## src/rtl/afm_pkg.sv

```systemverilog
package afm_pkg;

  // frame layout
  localparam logic [3:0] FRAME_LEN  = 4'd10;
  localparam logic [7:0] SYNC_1     = 8'hB5;
  localparam logic [7:0] SYNC_2     = 8'h62;
  localparam logic [7:0] MSG_CLASS  = 8'h05;
  localparam logic [7:0] MSG_ID     = 8'h01;
  localparam logic [7:0] LEN_LO     = 8'h02;
  localparam logic [7:0] LEN_HI     = 8'h00;

  // configuration reset values
  localparam logic [7:0]  RST_ACK_CLASS    = 8'd6;
  localparam logic [7:0]  RST_ACK_ID       = 8'd36;
  localparam logic [15:0] RST_TIMEOUT_MS   = 16'd3000;
  localparam logic [3:0]  RST_MAX_ATTEMPTS = 4'd10;

  // configuration register indexes
  typedef enum logic [1:0] {
    REG_ACK_CLASS    = 2'd0,
    REG_ACK_ID       = 2'd1,
    REG_TIMEOUT_MS   = 2'd2,
    REG_MAX_ATTEMPTS = 2'd3
  } reg_idx_e;

  typedef enum logic [1:0] {
    OP_START = 2'd0,
    OP_BYTE  = 2'd1,
    OP_TICK  = 2'd2
  } op_e;

  typedef enum logic [1:0] {
    ST_SEND  = 2'd0,
    ST_ACK   = 2'd1,
    ST_RETRY = 2'd2,
    ST_FAIL  = 2'd3
  } status_e;

  typedef struct packed {
    logic [7:0]  ack_class;
    logic [7:0]  ack_id;
    logic [15:0] timeout_ms;
    logic [3:0]  max_attempts;
  } cfg_t;

  typedef struct packed {
    logic [1:0] operation;
    logic [7:0] rx_byte;
  } item_t;

  typedef struct packed {
    status_e    status;
    logic [3:0] attempt;
  } result_t;

endpackage

```

## src/rtl/afm_expect.sv

```systemverilog
module afm_expect (
  input  logic [7:0] ack_class_i,
  input  logic [7:0] ack_id_i,
  input  logic [3:0] index_i,
  output logic [7:0] byte_o
);

  logic [7:0] ck_a;
  logic [7:0] ck_b;

  // fletcher-8 over the six body bytes, folded to closed form
  assign ck_a = afm_pkg::MSG_CLASS + afm_pkg::MSG_ID + afm_pkg::LEN_LO + afm_pkg::LEN_HI
              + ack_class_i + ack_id_i;
  assign ck_b = 8'd6 * afm_pkg::MSG_CLASS + 8'd5 * afm_pkg::MSG_ID
              + 8'd4 * afm_pkg::LEN_LO + 8'd3 * afm_pkg::LEN_HI
              + {ack_class_i[6:0], 1'b0} + ack_id_i;

  always_comb begin
    case (index_i)
      4'd0:    byte_o = afm_pkg::SYNC_1;
      4'd1:    byte_o = afm_pkg::SYNC_2;
      4'd2:    byte_o = afm_pkg::MSG_CLASS;
      4'd3:    byte_o = afm_pkg::MSG_ID;
      4'd4:    byte_o = afm_pkg::LEN_LO;
      4'd5:    byte_o = afm_pkg::LEN_HI;
      4'd6:    byte_o = ack_class_i;
      4'd7:    byte_o = ack_id_i;
      4'd8:    byte_o = ck_a;
      default: byte_o = ck_b;
    endcase
  end

endmodule

```

## src/rtl/afm_ctrl.sv

```systemverilog
module afm_ctrl (
  input  logic              clk_i,
  input  logic              rst_ni,
  input  afm_pkg::cfg_t     cfg_i,
  input  logic              item_valid_i,
  input  afm_pkg::item_t    item_i,
  output logic              res_valid_o,
  output afm_pkg::result_t  res_o
);

  logic        busy_q, busy_d;
  logic [3:0]  idx_q, idx_d;
  logic [16:0] elapsed_q, elapsed_d;
  logic [3:0]  attempts_q, attempts_d;
  logic [16:0] elapsed_inc;
  logic [7:0]  exp_byte;

  afm_expect u_expect (
    .ack_class_i (cfg_i.ack_class),
    .ack_id_i    (cfg_i.ack_id),
    .index_i     (idx_q),
    .byte_o      (exp_byte)
  );

  assign elapsed_inc = elapsed_q + 17'd1;

  always_comb begin
    busy_d      = busy_q;
    idx_d       = idx_q;
    elapsed_d   = elapsed_q;
    attempts_d  = attempts_q;
    res_valid_o = 1'b0;
    res_o       = '{status: afm_pkg::ST_SEND, attempt: 4'd0};
    if (item_valid_i) begin
      case (afm_pkg::op_e'(item_i.operation))
        afm_pkg::OP_START: begin
          busy_d      = 1'b1;
          attempts_d  = 4'd1;
          idx_d       = 4'd0;
          elapsed_d   = 17'd0;
          res_valid_o = 1'b1;
          res_o       = '{status: afm_pkg::ST_SEND, attempt: 4'd1};
        end
        afm_pkg::OP_BYTE: begin
          if (busy_q) begin
            if (idx_q < afm_pkg::FRAME_LEN && item_i.rx_byte == exp_byte) begin
              if (idx_q == afm_pkg::FRAME_LEN - 4'd1) begin
                busy_d      = 1'b0;
                idx_d       = 4'd0;
                res_valid_o = 1'b1;
                res_o       = '{status: afm_pkg::ST_ACK, attempt: attempts_q};
              end else begin
                idx_d = idx_q + 4'd1;
              end
            end else begin
              // mismatch: start over, this byte is not looked at again
              idx_d = 4'd0;
            end
          end
        end
        afm_pkg::OP_TICK: begin
          if (busy_q) begin
            if (elapsed_inc > {1'b0, cfg_i.timeout_ms}) begin
              idx_d       = 4'd0;
              elapsed_d   = 17'd0;
              res_valid_o = 1'b1;
              if (attempts_q < cfg_i.max_attempts) begin
                attempts_d = attempts_q + 4'd1;
                res_o      = '{status: afm_pkg::ST_RETRY, attempt: attempts_q + 4'd1};
              end else begin
                busy_d = 1'b0;
                res_o  = '{status: afm_pkg::ST_FAIL, attempt: attempts_q};
              end
            end else begin
              elapsed_d = elapsed_inc;
            end
          end
        end
        default: ;
      endcase
    end
  end

  always_ff @(posedge clk_i or negedge rst_ni) begin
    if (!rst_ni) begin
      busy_q     <= 1'b0;
      idx_q      <= 4'd0;
      elapsed_q  <= 17'd0;
      attempts_q <= 4'd0;
    end else begin
      busy_q     <= busy_d;
      idx_q      <= idx_d;
      elapsed_q  <= elapsed_d;
      attempts_q <= attempts_d;
    end
  end

endmodule

```

## src/rtl/ack_frame_matcher_with_retry_core.sv

```systemverilog
// acknowledge frame matcher with retry
//
// input stream: one transfer per event - start waiting, a received uart byte
// or a one millisecond tick. output stream: a status transfer whenever the
// event calls for one (send command, acknowledged, resend after timeout,
// failed after the last attempt), carrying the attempt number.
//
// an accepted transfer lands in an input register, is evaluated by the match
// and counter logic once the output register can take its result, and any
// status it produces is caught in the output register. one input transfer is
// taken every cycle while the output register is empty or being read; the
// state update in afm_ctrl adds no stall of its own.
//
// when the receiver stalls, the output register holds its result; the input
// register still takes one transfer while it is empty, and once it holds an
// item s_axis_tready_o stays low until the output register is freed.
//
// reset (rst_ni low) clears both registers' valid flags, puts the matcher
// idle and loads the configuration registers with their default values.
// configuration writes are accepted in any cycle and take effect at once.
module ack_frame_matcher_with_retry_core (
  input  logic        clk_i,
  input  logic        rst_ni,
  // configuration write port
  input  logic        cfg_we_i,
  input  logic [1:0]  cfg_idx_i,
  input  logic [15:0] cfg_wdata_i,
  // event stream in
  input  logic        s_axis_tvalid_i,
  output logic        s_axis_tready_o,
  input  logic [15:0] s_axis_tdata_i,   // [1:0] operation, [9:2] rx_byte, rest zero
  // status stream out
  output logic        m_axis_tvalid_o,
  input  logic        m_axis_tready_i,
  output logic [7:0]  m_axis_tdata_o    // [1:0] status, [5:2] attempt, rest zero
);

  afm_pkg::cfg_t    cfg_q;
  logic             in_valid_q;
  afm_pkg::item_t   in_item_q;
  logic             out_valid_q;
  afm_pkg::result_t out_res_q;

  logic             advance;
  logic             res_valid;
  afm_pkg::result_t res;

  // configuration registers
  always_ff @(posedge clk_i or negedge rst_ni) begin
    if (!rst_ni) begin
      cfg_q.ack_class    <= afm_pkg::RST_ACK_CLASS;
      cfg_q.ack_id       <= afm_pkg::RST_ACK_ID;
      cfg_q.timeout_ms   <= afm_pkg::RST_TIMEOUT_MS;
      cfg_q.max_attempts <= afm_pkg::RST_MAX_ATTEMPTS;
    end else if (cfg_we_i) begin
      case (afm_pkg::reg_idx_e'(cfg_idx_i))
        afm_pkg::REG_ACK_CLASS:    cfg_q.ack_class    <= cfg_wdata_i[7:0];
        afm_pkg::REG_ACK_ID:       cfg_q.ack_id       <= cfg_wdata_i[7:0];
        afm_pkg::REG_TIMEOUT_MS:   cfg_q.timeout_ms   <= cfg_wdata_i;
        afm_pkg::REG_MAX_ATTEMPTS: cfg_q.max_attempts <= cfg_wdata_i[3:0];
        default: ;
      endcase
    end
  end

  // the held item may be evaluated once its result has somewhere to go
  assign advance         = !out_valid_q || m_axis_tready_i;
  assign s_axis_tready_o = !in_valid_q || advance;

  // input register
  always_ff @(posedge clk_i or negedge rst_ni) begin
    if (!rst_ni) begin
      in_valid_q <= 1'b0;
    end else if (s_axis_tready_o) begin
      in_valid_q <= s_axis_tvalid_i;
    end
  end

  always_ff @(posedge clk_i) begin
    if (s_axis_tvalid_i && s_axis_tready_o) begin
      in_item_q.operation <= s_axis_tdata_i[1:0];
      in_item_q.rx_byte   <= s_axis_tdata_i[9:2];
    end
  end

  // matcher, timer and attempt counter
  afm_ctrl u_ctrl (
    .clk_i        (clk_i),
    .rst_ni       (rst_ni),
    .cfg_i        (cfg_q),
    .item_valid_i (in_valid_q && advance),
    .item_i       (in_item_q),
    .res_valid_o  (res_valid),
    .res_o        (res)
  );

  // output register
  always_ff @(posedge clk_i or negedge rst_ni) begin
    if (!rst_ni) begin
      out_valid_q <= 1'b0;
    end else if (advance) begin
      out_valid_q <= in_valid_q && res_valid;
    end
  end

  always_ff @(posedge clk_i) begin
    if (advance && in_valid_q && res_valid) begin
      out_res_q <= res;
    end
  end

  assign m_axis_tvalid_o = out_valid_q;
  assign m_axis_tdata_o  = {2'b00, out_res_q.attempt, out_res_q.status};

endmodule

```

## config.mk

```make
export PLATFORM = sky130hd
export DESIGN_NAME = ack_frame_matcher_with_retry_core
export DESIGN_NICKNAME = d
export VERILOG_FILES = /design/src/rtl/afm_pkg.sv /design/src/rtl/afm_expect.sv /design/src/rtl/afm_ctrl.sv /design/src/rtl/ack_frame_matcher_with_retry_core.sv
export SDC_FILE = /design/constraint.sdc
export NUM_CORES = 1
export LEC_CHECK = 0
export BUFFER_PORTS_ARGS = -buffer_cell sky130_fd_sc_hd__buf_2
export CAP_MARGIN = 30
export CORE_UTILIZATION = 60
export DETAILED_ROUTE_END_ITERATION = 12
export PLACE_DENSITY = 0.91
export REMOVE_ABC_BUFFERS = 1
export SLEW_MARGIN = 40
export SYNTH_ARGS = -nofsm -noshare
export SYNTH_HDL_FRONTEND = slang
export SYNTH_HIERARCHICAL = 1
export SYNTH_SLANG_ARGS = --single-unit
```

## constraint.sdc

```tcl
create_clock -name clk_i -period 5.2 [get_ports clk_i]
set_input_delay 0.26 -clock clk_i [delete_from_list [all_inputs] [get_ports clk_i]]
set_output_delay 0.26 -clock clk_i [all_outputs]
set_load 0.005 [all_outputs]
```

## Word-level counts from Yosys, hierarchy flattened

Cells that the tools add are included.

| storage, ports and cells | value |
|---|---|
| flip-flop bits (word level) | 80 |
| bits in writable memories | 0 |
| memory bits (read-only) | 0 |
| logic and storage cells | 100 |
| output and inout port bits | 10 |
| input port bits | 39 |
| memories kept | 0 |
| latch bits | 0 |

| operators by class | value |
|---|---|
| multipliers | 0 |
| equal/unequal tests | 19 |
| shift-type cells | 0 |
| add/subtract/negate cells | 7 |
| divide/modulo/power cells | 0 |
| mux-type cells | 35 |
| magnitude comparators | 3 |
| reduce and logical (&&, ||, !) cells | 22 |
| bitwise logic cells | 0 |

Operator list:

| cell | number |
|---|---|
| $pmux W8 S9 | 1 |
| $mux W17 | 2 |
| $pmux W17 S2 | 1 |
| $mux W4 | 8 |
| $mux W6 | 4 |
| $pmux W6 S3 | 1 |
| $add A17 B1 Y17 const B | 1 |
| $gt A17 B16 Y1 | 1 |
| $add A8 B8 Y8 | 2 |
| $eq A4 B3 Y1 const B | 4 |
| $mux W1 | 12 |
| $pmux W4 S3 | 1 |
| $mux W5 | 2 |
| $reduce_and A2 Y1 | 5 |
| $reduce_and A5 Y1 | 2 |
| $add A4 B1 Y4 const B | 2 |
| $add A4 B8 Y8 const A | 1 |
| $add A6 B8 Y8 const A | 1 |
| $eq A4 B2 Y1 const B | 2 |
| $eq A4 B4 Y1 const B | 2 |
| $eq A8 B8 Y1 | 1 |
| $ne A2 B1 Y1 const B | 4 |
| $pmux W4 S2 | 1 |
| $eq A2 B2 Y1 const B | 3 |
| 13 further kinds | 22 |

## Logic depth before layout (Yosys ltp)

Gate-level depths: netlist of the first run.

| logic depth | value |
|---|---|
| depth in word-level cells | 10 |
| gate-level depth with buffers | 18 |
| mapped depth without buffers | 18 |

## Cells and area by module

The synthesis of the first run kept the hierarchy.

Modules (own cells, without submodules):

| module | instances | seq. area each (µm²) | area an instance (µm²) | cells each |
|---|---|---|---|---|
| afm_ctrl | 1 | 650.6 | 2,381.0 | 269 |
| ack_frame_matcher_with_retry_core | 1 | 1,447.6 | 1,984.4 | 106 |
| afm_expect | 1 | 0.0 | 1,114.8 | 153 |

## Worst setup path before layout of the first run

Ideal clock, no wire load.

| timing | value |
|---|---|
| kind | reg-to-reg |
| from | register u_ctrl.elapsed_q[0] |
| to | register out_res_q, in the netlist m_axis_tdata_o[0] (enable) |
| data arrival time | 3,400 ps |
| setup time | 354 ps |
| required time | 4,846 ps |
| buffers on the path | 0 |
| period minus slack after synthesis | 3,753 ps |
| cell stages (with the launch flop) | 17 |
| setup slack | 1,447 ps |
| path through | dfrtp_1 > ha_1 > nand3_1 > nor2_1 > and3_1 > nand3_1 > xnor2_1 > ha_1 > nand2_1 > nor3_1 > o31ai_1 > a31oi_4 > nor2_2 > o21ai_0 > a31o_2 > nand2_1 > nor2b_1 |

| on the way | value |
|---|---|
| longest elaborated chain between the ends | 7 |

RTL lines:

| element | line | source |
|---|---|---|
| start, declared | afm_ctrl.sv:13 | `logic [16:0] elapsed_q, elapsed_d;` |
| start signal, assigned | afm_ctrl.sv:93 | `elapsed_q <= elapsed_d;` |
| $add A17 B1 Y17 | afm_ctrl.sv:25 | `assign elapsed_inc = elapsed_q + 17'd1;` |
| $gt A17 B16 Y1 | afm_ctrl.sv:63 | `if (elapsed_inc > {1'b0, cfg_i.timeout_ms}) begin` |
| $mux W1 | afm_ctrl.sv:63 |  |
| $mux W1 | afm_ctrl.sv:62 | `if (busy_q) begin` |
| $pmux W1 S3 | afm_ctrl.sv:35 | `case (afm_pkg::op_e'(item_i.operation))` |
| $mux W1 | afm_ctrl.sv:34 | `if (item_valid_i) begin` |
| via res_valid | ack_frame_matcher_with_retry_core.sv:45 | `logic res_valid;` |
| $logic_and A1 B1 Y1 | ack_frame_matcher_with_retry_core.sv:107 | `if (advance && in_valid_q && res_valid) begin` |
| end signal, assigned | ack_frame_matcher_with_retry_core.sv:108 | `out_res_q <= res;` |
| end, declared | ack_frame_matcher_with_retry_core.sv:42 | `afm_pkg::result_t out_res_q;` |

The timed path passes the listed nets, and every way through them passes these cells.
A chain may end at the register's enable or synchronous reset.

## Worst setup path in the final report of the first run

| timing | value |
|---|---|
| from | register u_ctrl.elapsed_q[0] |
| to | register out_res_q, in the netlist m_axis_tdata_o[3] (enable) |

The elaborated chain is that of the path after synthesis.

==> out/metrics.csv, run 1 <==
stage,metric,value,unit
route,met2_length,5880,µm
worst_setup_path,cp.buffers_inverters,0,
sta,drv_slew,0,
finish,area_growth,9.63,%
worst_setup_path,worstPathArrival,4.64,ns
cts,cts_tree,done,
die,core_area,0.00876,mm²
logic_synthesis,synth_top_cell_area_share,0.233,
pwr,p_clk_frac,0.277,
hold_path,hold_class,in2async,
sta,hold_viol_final,51,
pwr,pwr-share-comb,0.305,
route,highest_layer,met4,
logic_synthesis,synthCells,528,
logic_synthesis,ys_ff_latch,80,
die,die_h,97.6,µm
cts,clk_pin_slew,0.09,ns
pwr,p_per_area,315,mW/mm²
route,viasPerCell,6.22,
global_routing,grt.overflow.total,0,
worst_setup_path,cp_slowest_cell,dfrtp_1,
worst_setup_path,worst-path-max-fanout,10,
finish,utilization,0.686,
route,firstDrtPassIters,5,
outcome,violations,negative hold slack,
worst_setup_path,end_kind,flip-flop,
route,wl,11700,µm
worst_setup_path,worstPathRequired,5.21,ns
route,ant_nets,0,
global_routing,antenna_found_initial,0,
finish,insertedDiodeCount,0,
finish,nets,662,
worst_setup_path,max_stage_delay,0.49,ns
worst_setup_path,start_kind,flip-flop,
place,routabilityCongestion,0.938,
worst_setup_path,path_cells,"ha_1, nand3_1, nor2_1, and3_1, nand3_1, xnor2_1, ha_1, nand2_1, nor3_1, o31ai_1, a31oi_4, nor2_2, o21ai_0, a31o_2, nand2_1, nor2b_1",
finish,n_fill_cell,649,
sta,slew_headroom,0.583,
cts,clkLatencyLatePin,0.37,ns
pwr,p_int,1.28,mW
logic_synthesis,yosys.area.top_type,dfrtp_1,
route,drc,0,
cts,cts_root_buf,clkbuf_8,
cts,ctsHtreeMaxLevel,3,
sta,rsz0062_at_grt,no,
cts,cts-hold-fix-buffers,0,
logic_synthesis,syn_area,0.00548,mm²
sta,finalCriticalPeriod,4.63,ns
pwr,switchingPower,0.616,mW
global_routing,grt_max_degree,65,
sta,fin_crit_sh,0.891,
place,hpwl,8680,µm
global_routing,grt_pass1_vias,4268,
die,die_w,97.6,µm
outcome,outcome,"finished, violations left",
worst_setup_path,cp_top_family,simple AND/OR/NAND/NOR gates,
cts,cts_setup_buffers,0,
cts,ctsResizeCount,0,
sta,setup_viol,0,
pwr,seqPwrFrac,0.418,
logic_synthesis,synth_edf_count,16,
logic_synthesis,ys_warn_count,6,
route,met3WireLength,582,µm
logic_synthesis,ys_seq_area_frac,0.383,
flow_run,maxCapViolations,0,
die,io_pins,49,
logic_synthesis,netlist_top_cells_count,"ha_1 (52), dfrtp_1 (51), inv_1 (51)",
sta,tns,0,ns
route,vias,4240,
logic_synthesis,async_flop_share,0.800,
logic_synthesis,ys_types,80,
die,num_rows,34,
sta,skew,0.00923,ns
sta,worst_pin_slew,0.625,ns
finish,final_layout_size_suffix_gt1_frac,0.233,
route,dr.first_iter.drc_count,213,
cts,ctsLongestPathBuffers,2,
global_routing,grt_pass1_wl,19600,µm
place,pre_cts_slack,0.749,ns
cts,numCtsBuffers,9,
route,routedWlPerCell,17.2,µm
sta,hold_slack,-0.0434,ns
pwr,p_leak,2.72,nW
logic_synthesis,synth_most_common_cell,ha_1,
global_routing,track_usage,0.259,
logic_synthesis,postSynthAreaPerCell,10.4,µm²
sta,max_freq,216,MHz
die,initial_core_util,0.625,
pwr,switching_share,0.325,
logic_synthesis,synth_ff_type,dfrtp_1,
sta,worst_slack,0.568,ns
place,port-buffer-count,40,
cts,clkSinkCount,80,
die,design.die.area,0.00952,mm²
logic_synthesis,synth.area.top_cells,"dfrtp_1 (23%), ha_1 (12%), edfxtp_1 (8.8%)",
pwr,ir_drop,0.173,mV
route,wirelength_met1,4790,µm
worst_setup_path,critPathKind,reg2reg,
-- logic make-up after synthesis --
group,count (synthesis),synth area share
AND/OR/NAND/NOR,136,0.143
AO/OA/AOI/OAI,111,0.147
XOR/XNOR,36,0.0610
flip-flops,80,0.383
buffers and inverters,66,0.0495
other,1,0.000684
adder cells (fa/ha/maj),54,0.126
multiplexers,44,0.0890
-- power groups by stage --
stage	Clock (mW)	Sequential [mW]	Combinational (mW)
finish	0.525	0.790	0.577
floorplan	0	0.775	0.435
CTS	0.530	0.789	0.575
detailed placement	0	0.800	0.569
global route	0.556	0.801	0.641
global placement	0	0.794	0.527
-- state kept, by name (all words and copies together) (netlist names) --
signal	cells
m_axis_tvalid_o	1
in_valid_q	1
m_axis_tdata_o	6
u_ctrl/idx_q	4
u_ctrl/busy_q	1
cfg_q	36
in_item_q	10
u_ctrl/elapsed_q	17
u_ctrl/attempts_q	4
-- cells in the final DEF, fill, tap and decap left out, types with 4 or more instances in the layout --
| master | count |
|---|---|
| a211oi_1 | 8 |
| a21o_1 | 4 |
| a21oi_1 | 15 |
| a22o_1 | 10 |
| and2_1 | 6 |
| and3_1 | 5 |
| buf_2 | 40 |
| clkbuf_8 | 9 |
| dfrtp_1 | 50 |
| dfstp_2 | 13 |
| edfxtp_1 | 16 |
| ha_1 | 52 |
| inv_1 | 51 |
| mux2_2 | 37 |
| mux2i_1 | 6 |
| nand2_1 | 28 |
| nand2b_1 | 7 |
| nand3_1 | 15 |
| nand4_1 | 10 |
| nor2_1 | 26 |
| nor3_1 | 8 |
| o211ai_1 | 4 |
| o21ai_0 | 22 |
| o21ai_1 | 6 |
| o31ai_1 | 7 |
| or3_1 | 6 |
| xnor2_1 | 16 |
| xor2_1 | 19 |
-- layout make-up --
type,instances,area (µm²),area share
Tap cell,108,135,0.0225
Sequential cell,80,2100,0.349
Multi-Input combinational cell,383,3130,0.520
Inverter,54,203,0.0337
Clock inverter,5,60.1,0.0100
Timing Repair Buffer,41,211,0.0352
Clock buffer,11,174,0.0289
-- final timing paths --
kind / start / end / slack (ns) / cells past startpoint
setup / recovery: u_ctrl/elapsed_q[0] / m_axis_tdata_o[3] / 0.57 / 16
hold reg to reg: cfg_q[10] / cfg_q[10] / 0.52 / 1
setup reg to reg: u_ctrl/elapsed_q[0] / m_axis_tdata_o[3] / 0.57 / 16
min in group clk_i: s_axis_tdata_i[5] / in_item_q[3] / 0.07 / 1
max in group asynchronous: rst_ni / u_ctrl/idx_q[0] / 4.81 / 2
hold / removal: rst_ni / cfg_q[18] / -0.04 / 2
-- stage by stage --
stage | cell area, µm² | cells | hold slack (ns) | total power, mW
final | 6010 | 682 | -0.0434 | 1.89
after floorplan | 5420 | 517 | -0.0356 | 1.21
after detailed placement | 5760 | 666 | 0.438 | 1.37
after CTS | 5990 | 682 | 0.0571 | 1.89
after global routing | 6010 | 682 | 0.00230 | 2.00
after global placement | 5760 | 666 | 0.436 | 1.32
-- per-layer routing --
metal	up-vias	track usage
met4	0	0.123
li1	1992	-
met5	-	0
met1	2050	0.310
met3	43	0.0468
met2	155	0.451
(Power assumes the default switching activity.)
==> inputs of run 2 (changes only) <==
Settings changed: BUFFER_PORTS_ARGS -buffer_cell sky130_fd_sc_hd__buf_2 to not set, CAP_MARGIN 30 to not set, CORE_UTILIZATION 60 to 40, DONT_BUFFER_PORTS set to 1, PLACE_DENSITY 0.91 to 0.65.
==> out/metrics.csv, run 2 (same netlist as run 1, synthesis figures left out) <==
stage,metric,value,unit
finish,final_layout_size_suffix_gt1_frac,0.172,
place,pre_cts_slack,0.726,ns
cts,ctsResizeCount,0,
worst_setup_path,cp_slowest_cell,dfrtp_1,
finish,top_regs,"cfg_q: 36 flops, u_ctrl/elapsed_q: 17 flops, in_item_q: 10 flops",
global_routing,antenna_found_initial,0,
finish,area_growth,11.6,%
worst_setup_path,reg2reg_depth,16,
die,io_pins,49,
cts,cts_tree,done,
global_routing,grt_pass1_vias,4042,
worst_setup_path,worst-path-max-fanout,10,
worst_setup_path,reg2reg_from,u_ctrl/elapsed_q[0],
finish,insertedDiodeCount,0,
sta,max_freq,223,MHz
sta,rsz0062_at_grt,no,
hold_path,holdPathStages,1,
place,routabilityCongestion,0.899,
route,firstDrtPassIters,4,
cts,ctsLongestPathBuffers,2,
hold_path,hold_class,in2reg,
route,vias,3996,
cts,ctsHtreeMaxLevel,3,
pwr,switching_share,0.312,
finish,nets,634,
worst_setup_path,worstPathRequired,5.19,ns
worst_setup_path,cp.buffers_inverters,0,
sta,hold_slack,0.0269,ns
worst_setup_path,critPathKind,reg2reg,
cts,cts_root_buf,clkbuf_16,
global_routing,grt_pass1_wl,19400,µm
pwr,p_clk_frac,0.338,
route,dr.first_iter.drc_count,178,
cts,numCtsBuffers,9,
place,hpwl,8440,µm
route,drc,0,
pwr,p_int,1.40,mW
worst_setup_path,cp_top_family,simple AND/OR/NAND/NOR gates,
pwr,p_leak,2.66,nW
sta,skew,0.00876,ns
flow_run,maxCapViolations,0,
sta,drv_slew,0,
die,design.die.area,0.0142,mm²
finish,utilization,0.460,
route,routedWlPerCell,16.0,µm
route,viasPerCell,5.53,
pwr,pwr-share-comb,0.274,
global_routing,grt_max_degree,65,
sta,slew_headroom,0.595,
hold_path,hold_path.startpoint,s_axis_tvalid_i,
cts,clk_pin_slew,0.06,ns
sta,tns,0,ns
worst_setup_path,start_kind,flip-flop,
pwr,ir_drop,0.174,mV
sta,setup_viol,0,
finish,n_fill_cell,1237,
worst_setup_path,end_kind,flip-flop,
global_routing,track_usage,0.174,
pwr,power,2.03,mW
sta,worst_pin_slew,0.608,ns
outcome,outcome,completed,
die,die_w,119,µm
worst_setup_path,path_cells,"ha_1, nand3_1, nor2_1, and3_1, nand3_1, xnor2_1, ha_1, nand2_1, nor3_1, o31ai_1, a31oi_4, nor2_2, o21ai_0, a31o_2, nand2_1, nor2b_1",
finish,multi_input_area,0.00313,mm²
pwr,seqPwrFrac,0.388,
sta,finalCriticalPeriod,4.48,ns
sta,fin_crit_sh,0.862,
sta,hold_viol_final,0,
worst_setup_path,r2r_slack,0.72,ns
cts,clkLatencyLatePin,0.35,ns
die,num_rows,42,
hold_path,hold_path_end,in_valid_q,
worst_setup_path,worstPathArrival,4.47,ns
worst_setup_path,r2r_end,m_axis_tdata_o[0],
die,die_h,119,µm
pwr,p_per_area,332,mW/mm²
finish,regMostFlops,cfg_q,
place,port-buffer-count,0,
route,wl,11500,µm
finish,largest_reg_flops,36,
global_routing,grt.overflow.total,0,
pwr,switchingPower,0.634,mW
route,ant_nets,0,
finish,layout_commonest_cell,ha_1,
die,core_area,0.0133,mm²
die,initial_core_util,0.412,
sta,worst_slack,0.717,ns
cts,clkSinkCount,80,
worst_setup_path,max_stage_delay,0.48,ns
finish,seq_area,0.00210,mm²
finish,mostFrequentLayoutCells,"ha_1 (52), dfrtp_1 (51), inv_1 (51)",
run 2: changes by cell type in the layout (fill, tap and decap cells not counted):
cell,previous run,this run
dfrtp_2,1,0
clkbuf_16,2,10
clkinv_2,1,0
inv_6,0,2
dfrtp_1,50,51
buf_2,40,0
clkbuf_8,9,0
buf_16,0,1
dlygate4sd3_1,0,11
run 2: cell type report:
type | count | share of cell area
clock inverter | 6 | 0.0119
inverter | 54 | 0.0331
tap | 176 | 0.0360
timing repair buffer | 13 | 0.0243
clock buffer | 10 | 0.0409
multi-input combinational | 383 | 0.511
sequential | 80 | 0.343
run 2: through the flow:
step	std cells	area, µm²
after global routing	722	6120
final	722	6120
after global placement	693	5640
after CTS	721	6110
after detailed placement	693	5650
after floorplan	517	5420
run 2: worst max-delay path by stage:
stage | endpoint | slack, ns | from | cells after the start
2_1_floorplan | m_axis_tdata_o[0] | 1.45 | u_ctrl/elapsed_q[0] | 16
3_3_place_gp | m_axis_tdata_o[3] | 0.85 | u_ctrl/elapsed_q[0] | 16
3_5_place_dp | m_axis_tdata_o[3] | 0.73 | u_ctrl/elapsed_q[0] | 16
4_1_cts | m_axis_tdata_o[0] | 0.71 | u_ctrl/elapsed_q[0] | 16
5_1_grt | m_axis_tdata_o[0] | 0.20 | u_ctrl/elapsed_q[0] | 16
6_report | m_axis_tdata_o[0] | 0.72 | u_ctrl/elapsed_q[0] | 16
run 2: what timing repair did:
item                      in CTS  in global routing
setup buffers                  0                  0
hold endpoints to repair      74                  0
hold buffers                  12                  0
run 2: power by group through the flow:
stage	combinational, mW	sequential, mW	clock (mW)
floorplan	0.435	0.775	0
global placement	0.510	0.797	0
detailed placement	0.535	0.799	0
CTS	0.558	0.788	0.705
global route	0.635	0.799	0.726
finish	0.557	0.789	0.686
run 2: routing by layer:
layer | global-route usage | share of wire
met4 | 0.0767 | 0.022
met5 | 0 | 0
met1 | 0.211 | 0.43
met2 | 0.291 | 0.50
met3 | 0.0445 | 0.050
